--- src/rtl/cbfp_pkg.sv ---
package cbfp_pkg;

  // Register file limit, in 16-byte registers
  localparam int MAX_REGISTERS = 4096;
  localparam int REG_BYTES     = 16;
  localparam int LIMIT_BYTES   = MAX_REGISTERS * REG_BYTES;

  // Field widths fixed by the interface
  localparam int SIZE_W   = 11;
  localparam int COUNT_W  = 13;
  localparam int OFFS_W   = 16;
  localparam int TOTAL_W  = 17;
  localparam int IDX_W    = 13;
  localparam int FILL_W   = 4;
  localparam int POS_W    = IDX_W + FILL_W;
  // Worst-case unsaturated end: limit + 2048 * 8190 + 2047
  localparam int END_W    = 26;

  typedef struct packed {
    logic [SIZE_W-1:0]  element_bytes;
    logic [COUNT_W-1:0] array_count;
    logic               last_field;
  } item_t;

  typedef struct packed {
    logic [IDX_W-1:0]  index;
    logic [FILL_W-1:0] fill;
    logic              overflow;
  } pos_t;

  typedef struct packed {
    logic [OFFS_W-1:0]  byte_offset;
    logic [SIZE_W-1:0]  element_stride;
    logic [TOTAL_W-1:0] total_bytes;
    logic               is_last;
    logic               overflow;
  } result_t;

endpackage

--- src/rtl/cbfp_layout.sv ---
module cbfp_layout (
  input  cbfp_pkg::item_t   item,
  input  cbfp_pkg::pos_t    pos,
  output cbfp_pkg::result_t res,
  output cbfp_pkg::pos_t    pos_next
);

  logic                        is_array;
  logic                        fits;
  logic [cbfp_pkg::IDX_W:0]    idx_up;
  logic [cbfp_pkg::POS_W:0]    start;
  logic [11:0]                 stride_full;
  logic [cbfp_pkg::COUNT_W-1:0] count_m1;
  logic [24:0]                 span;
  logic [cbfp_pkg::END_W-1:0]  end_raw;
  logic                        over;
  logic [cbfp_pkg::POS_W-1:0]  end_sat;
  logic [cbfp_pkg::POS_W:0]    total_up;

  always_comb begin
    is_array    = item.array_count > cbfp_pkg::COUNT_W'(1);
    idx_up      = {1'b0, pos.index} + (cbfp_pkg::IDX_W + 1)'(pos.fill != '0);
    fits        = (pos.fill != '0) &&
                  (({1'b0, item.element_bytes} + 12'(pos.fill)) <= 12'd16);
    if (!is_array && fits) begin
      start = {1'b0, pos.index, pos.fill};
    end else begin
      start = {idx_up, 4'b0000};
    end
    stride_full = ({1'b0, item.element_bytes} + 12'd15) & 12'hFF0;
    count_m1    = item.array_count - cbfp_pkg::COUNT_W'(1);
    span        = is_array ? (25'(stride_full) * 25'(count_m1)) : 25'd0;
    end_raw     = cbfp_pkg::END_W'(start) + cbfp_pkg::END_W'(span) +
                  cbfp_pkg::END_W'(item.element_bytes);
    over        = end_raw > cbfp_pkg::END_W'(cbfp_pkg::LIMIT_BYTES);
    end_sat     = over ? cbfp_pkg::POS_W'(cbfp_pkg::LIMIT_BYTES)
                       : end_raw[cbfp_pkg::POS_W-1:0];

    pos_next.index    = end_sat[cbfp_pkg::POS_W-1:cbfp_pkg::FILL_W];
    pos_next.fill     = end_sat[cbfp_pkg::FILL_W-1:0];
    pos_next.overflow = pos.overflow | over;

    total_up = {1'b0, end_sat} + (cbfp_pkg::POS_W + 1)'(15);

    res.byte_offset = (start[cbfp_pkg::POS_W:cbfp_pkg::OFFS_W] != '0) ?
                      '1 : start[cbfp_pkg::OFFS_W-1:0];
    if (is_array) begin
      res.element_stride = stride_full[11] ? '1 : stride_full[10:0];
    end else begin
      res.element_stride = item.element_bytes;
    end
    res.total_bytes = item.last_field ?
                      {total_up[cbfp_pkg::TOTAL_W-1:4], 4'b0000} : '0;
    res.is_last     = item.last_field;
    res.overflow    = pos_next.overflow;
  end

endmodule

--- src/rtl/cbfp_state.sv ---
module cbfp_state (
  input  logic           clk,
  input  logic           rst,
  input  logic           advance,
  input  logic           close,
  input  cbfp_pkg::pos_t pos_next,
  output cbfp_pkg::pos_t pos
);

  always_ff @(posedge clk) begin
    if (rst || (advance && close)) begin
      pos <= '0;
    end else if (advance) begin
      pos <= pos_next;
    end
  end

endmodule

--- src/rtl/constant_buffer_field_packer_top.sv ---
// Channel  | Handshake                  | Word
// ---------+----------------------------+------------------------------------------
// item     | item_valid / item_stall    | element_bytes, array_count, last_field
// result   | result_valid / result_stall| byte_offset, element_stride, total_bytes,
//          |                            | is_last, overflow
//
// One word in and one word out per cycle while result_stall is low; a word passes
// through the input register and then the result register, around the single layout pass.
// The running position (register index, fill, overflow) updates as a word moves
// into the result register, so the next word sees it with no bubble.
// Reset (rst, synchronous) empties both registers and clears the position.
// A stalled result holds its register; the input register still takes one word.
module constant_buffer_field_packer_top (
  input  logic                           clk,
  input  logic                           rst,
  input  logic                           item_valid,
  output logic                           item_stall,
  input  logic [cbfp_pkg::SIZE_W-1:0]    element_bytes,
  input  logic [cbfp_pkg::COUNT_W-1:0]   array_count,
  input  logic                           last_field,
  output logic                           result_valid,
  input  logic                           result_stall,
  output logic [cbfp_pkg::OFFS_W-1:0]    byte_offset,
  output logic [cbfp_pkg::SIZE_W-1:0]    element_stride,
  output logic [cbfp_pkg::TOTAL_W-1:0]   total_bytes,
  output logic                           is_last,
  output logic                           overflow
);

  cbfp_pkg::item_t   item;
  logic              item_full;
  logic              advance;
  cbfp_pkg::pos_t    pos;
  cbfp_pkg::pos_t    pos_next;
  cbfp_pkg::result_t res;
  cbfp_pkg::result_t result;

  // Advance the held word whenever the result register is free or being drained
  assign advance    = item_full && (!result_valid || !result_stall);
  assign item_stall = item_full && !advance;

  // Input register
  always_ff @(posedge clk) begin
    if (rst) begin
      item_full <= 1'b0;
    end else if (item_valid && !item_stall) begin
      item_full <= 1'b1;
    end else if (advance) begin
      item_full <= 1'b0;
    end
  end

  always_ff @(posedge clk) begin
    if (item_valid && !item_stall) begin
      item.element_bytes <= element_bytes;
      item.array_count   <= array_count;
      item.last_field    <= last_field;
    end
  end

  // Layout pass: place the field against the running position
  cbfp_layout u_layout (
    .item     (item),
    .pos      (pos),
    .res      (res),
    .pos_next (pos_next)
  );

  // Running position; drop back to zero after the closing field
  cbfp_state u_state (
    .clk      (clk),
    .rst      (rst),
    .advance  (advance),
    .close    (item.last_field),
    .pos_next (pos_next),
    .pos      (pos)
  );

  // Result register
  always_ff @(posedge clk) begin
    if (rst) begin
      result_valid <= 1'b0;
    end else if (advance) begin
      result_valid <= 1'b1;
    end else if (!result_stall) begin
      result_valid <= 1'b0;
    end
  end

  always_ff @(posedge clk) begin
    if (advance) begin
      result <= res;
    end
  end

  assign byte_offset    = result.byte_offset;
  assign element_stride = result.element_stride;
  assign total_bytes    = result.total_bytes;
  assign is_last        = result.is_last;
  assign overflow       = result.overflow;

endmodule

--- config.mk ---
export PLATFORM = sky130hd
export DESIGN_NAME = constant_buffer_field_packer_top
export DESIGN_NICKNAME = d
export VERILOG_FILES = /design/src/rtl/cbfp_pkg.sv /design/src/rtl/cbfp_layout.sv /design/src/rtl/cbfp_state.sv /design/src/rtl/constant_buffer_field_packer_top.sv
export SDC_FILE = /design/constraint.sdc
export NUM_CORES = 1
export LEC_CHECK = 0
export BUFFER_PORTS_ARGS = -buffer_cell sky130_fd_sc_hd__buf_2
export CAP_MARGIN = 5
export CORE_MARGIN = 2
export CORE_UTILIZATION = 50
export DETAILED_ROUTE_END_ITERATION = 10
export GPL_ROUTABILITY_DRIVEN = 0
export PLACE_DENSITY = 0.67
export SETUP_SLACK_MARGIN = 0.15
export SLEW_MARGIN = 15
export SYNTH_ARGS = -nofsm -noshare
export SYNTH_HDL_FRONTEND = slang
export SYNTH_HIERARCHICAL = 1
export SYNTH_SLANG_ARGS = --single-unit
export TNS_END_PERCENT = 100
--- constraint.sdc ---
create_clock -name clk -period 22.8 [get_ports clk]
set_clock_uncertainty 0.15 [all_clocks]
set_input_delay 2.28 -clock clk [delete_from_list [all_inputs] [get_ports clk]]
set_output_delay 2.28 -clock clk [all_outputs]
set_load 0.1 [all_outputs]
==> flow_summary.toml <==
[outcome]
status = "complete, no violations"

[detailed_routing]
drtIter0Drc = 402
first_pass_iters = 4
wl_per_cell_um = 16.4
ant_nets = 0
drc_errors = 0
routed_via_density = 5.49
vias = 7663
drt-total-wl_um = 22900

[critical_path]
worstSetupPathType = "flip-flop to flip-flop"
startpoint = "item[15]"
critPathMaxStageDelay_ns = 0.65
reg2reg_slack_ns = 12.94
arrival_ns = 9.90
r2r_cells = 35
cp-end-kind = "flip-flop"
rr_endpoint = "u_state/pos[0]"
slowest_stage = "xnor2_1"
required_ns = 22.85
reg2reg_from = "item[15]"
critPathMaxFanout = 31
start_kind = "flip-flop"

[timing]
tightest_slew_ns = 0.972
slew_violations = 0
finalCritPeriodShare_pct = 43.2
fin_setup_tns_ns = 0
post-route-min-period_ns = 9.86
fmax_mhz = 101
fin_hold_ws_ns = 0.323
relSlewSlack_pct = 35.2
final_hold_viol_count = 0
rsz0062_at_grt = "no"
setup_viol = 0
setup_ws_ns = 12.94

[die]
ios = 77
start_util_pct = 50.7
die_area_mm2 = 0.0208
rows = 51
dieWidth_um = 144
core_area_mm2 = 0.0193
die_y_um = 144

[cts]
clkLatencyLatePin_ns = 0.36
htreeDepth = 3
cts_max_path_buffers = 2
cts_resized = 0
cts_root_buf = "clkbuf_16"
path_clk_slew_ns = 0.08
post-cts-setup-buffer-count = 0
cts_tree = "done"
clock-sinks = 91
cts_buffers = 9
postCtsHoldBufs = 0

[place]
pre_cts_ws_ns = 13.03
place_area_mm2 = 0.0104
port_buffers = 76
dp_hpwl_um = 18000

[global_routing]
grt_use_total_pct = 23.4
grt_start_max_net_pins = 69
grt_util_met2_pct = 40.1
first_global_vias = 7653
grt_antenna_before_repair = 0
grt_pass1_wl_um = 37800
busiest_layer = "met2"
use_met3_pct = 2.78
grt_use_met1_pct = 31.4
overflow = 0

[min_path]
worstHoldStart = "u_state/pos[0]"
min_to = "u_state/pos[0]"
whs_path_depth = 2
hold_class = "flip-flop to flip-flop"

[layout]
area_growth_pct = 9.08
design_area_mm2 = 0.0107
fin_nets = 1307
drive_gt1_share_pct = 14.7

[power]
vdd_ir_drop_max_uv = 177
p_total_w = 0.00161
p_per_area_mw_per_mm2 = 151
power.leakage_nw = 4.73

[synth]
synth-seq-cells = 91
netlist_instances = 1065
syn_area_mm2 = 0.00981
synth_warnings = 6
ys.flop_type = "edfxtp_1"
ys_seq_area_share_pct = 25.8
avgSynthCellArea_um2 = 9.21
yosysTopAreaCellShare_pct = 21.7
synth.area.top_cells = "edfxtp_1 (22%), fa_1 (15%), ha_1 (9.9%)"
synth-edff-count = 71
async_flop_share_pct = 0
yosys.area.top_type = "edfxtp_1"
synth.distinct_cells = 82

[job]
cap_viol_max_count = 0
==> flip-flops by register name (all words and copies together), names as in the netlist <==
register,count
item,25
u_state/pos,18
total_bytes,17
byte_offset,16
element_stride,11
is_last,1
item_full,1
overflow,1
result_valid,1
==> synth_stat cells (13+ instances only) <==
cell	n
inv_1	145
nand2_1	108
nor2_1	103
ha_1	78
fa_1	75
edfxtp_1	71
xnor2_1	42
a21oi_1	35
nand3_1	29
xor2_1	28
o21ai_0	24
nor3_2	21
dfxtp_1	20
nor3_1	20
clkbuf_1	18
nand2b_1	18
and3_1	15
a21o_1	14
and2_1	13
==> placed cells by master, fill, tap and decap left out, drive strengths merged, types with 14 or more instances in the layout <==
cell	count
edfxtp	71
nand2b	18
o32ai	18
inv	149
nand3	30
fa	75
xnor2	42
a21oi	37
buf	89
nand2	109
and3	15
a21o	15
dfxtp	20
nor2	103
ha	78
o21ai	28
xor2	28
nor3	41
and2	14
==> critical path, delay by kind of cell (launching register included) <==
family	cells	cell delay (ns)
muxes	1	0.12
and+or+nand+nor	12	2.53
DFF	1	0.43
adders and majority gates	7	3.10
buffers and inverters	3	0.37
xor gates and xnor gates	2	0.81
AOI/OAI and AO/OA	10	2.16
==> logic make-up (layout without fill, tap and decap cells) <==
| kind of cell | count (synthesis) | in the layout | synth area share [%] |
|---|---|---|---|
| and+or+nand+nor | 393 | 393 | 21.0 |
| adders and majority gates | 153 | 153 | 25.3 |
| other | 1 | 5 | 0.0382 |
| buffers and inverters | 188 | 250 | 8.16 |
| muxes | 9 | 9 | 0.931 |
| xor gates and xnor gates | 70 | 70 | 6.25 |
| DFF | 91 | 91 | 25.8 |
| AOI/OAI and AO/OA | 160 | 160 | 12.6 |
==> area by class of cell <==
class                           instances  area (um2)
Sequential cell                        91        2530
Tap cell                              265         332
Inverter                              145         544
Fill cell                            1769        8630
Clock buffer                            9         225
Timing Repair Buffer                   89         478
Clock inverter                          7        76.3
Antenna cell                            1        2.50
Multi-Input combinational cell        789        6510
==> worst max-delay path by stage <==
stage | slack, ns | to
detailed placement | 13.03 | u_state/pos[0]
CTS | 12.99 | u_state/pos[0]
global route | 12.14 | u_state/pos[0]
floorplan | 13.96 | overflow
finish | 12.94 | u_state/pos[0]
global placement | 13.21 | u_state/pos[0]
==> layer usage <==
layer | share of wire (%) | routed length (um)
met1 | 45 | 10300
met2 | 50 | 11300
met5 | 0 | 0
met4 | 1.7 | 394
met3 | 3.9 | 900
==> per-stage QoR <==
stage	util, %	cells
6_report	55.3	1396
2_1_floorplan	-	1068
3_3_place_gp	53.8	1379
5_1_grt	55.3	1395
4_1_cts	55.3	1395
3_5_place_dp	53.8	1379
==> report_power, final <==
part / total [W] / leakage (nW) / internal (W) / switching, W
clock: 0.000152 / 0.149 / 0.0000780 / 0.0000741
sequential: 0.000195 / 0.849 / 0.000189 / 0.00000600
combinational: 0.00126 / 3.73 / 0.000464 / 0.000801
(Power assumes the default switching activity.)
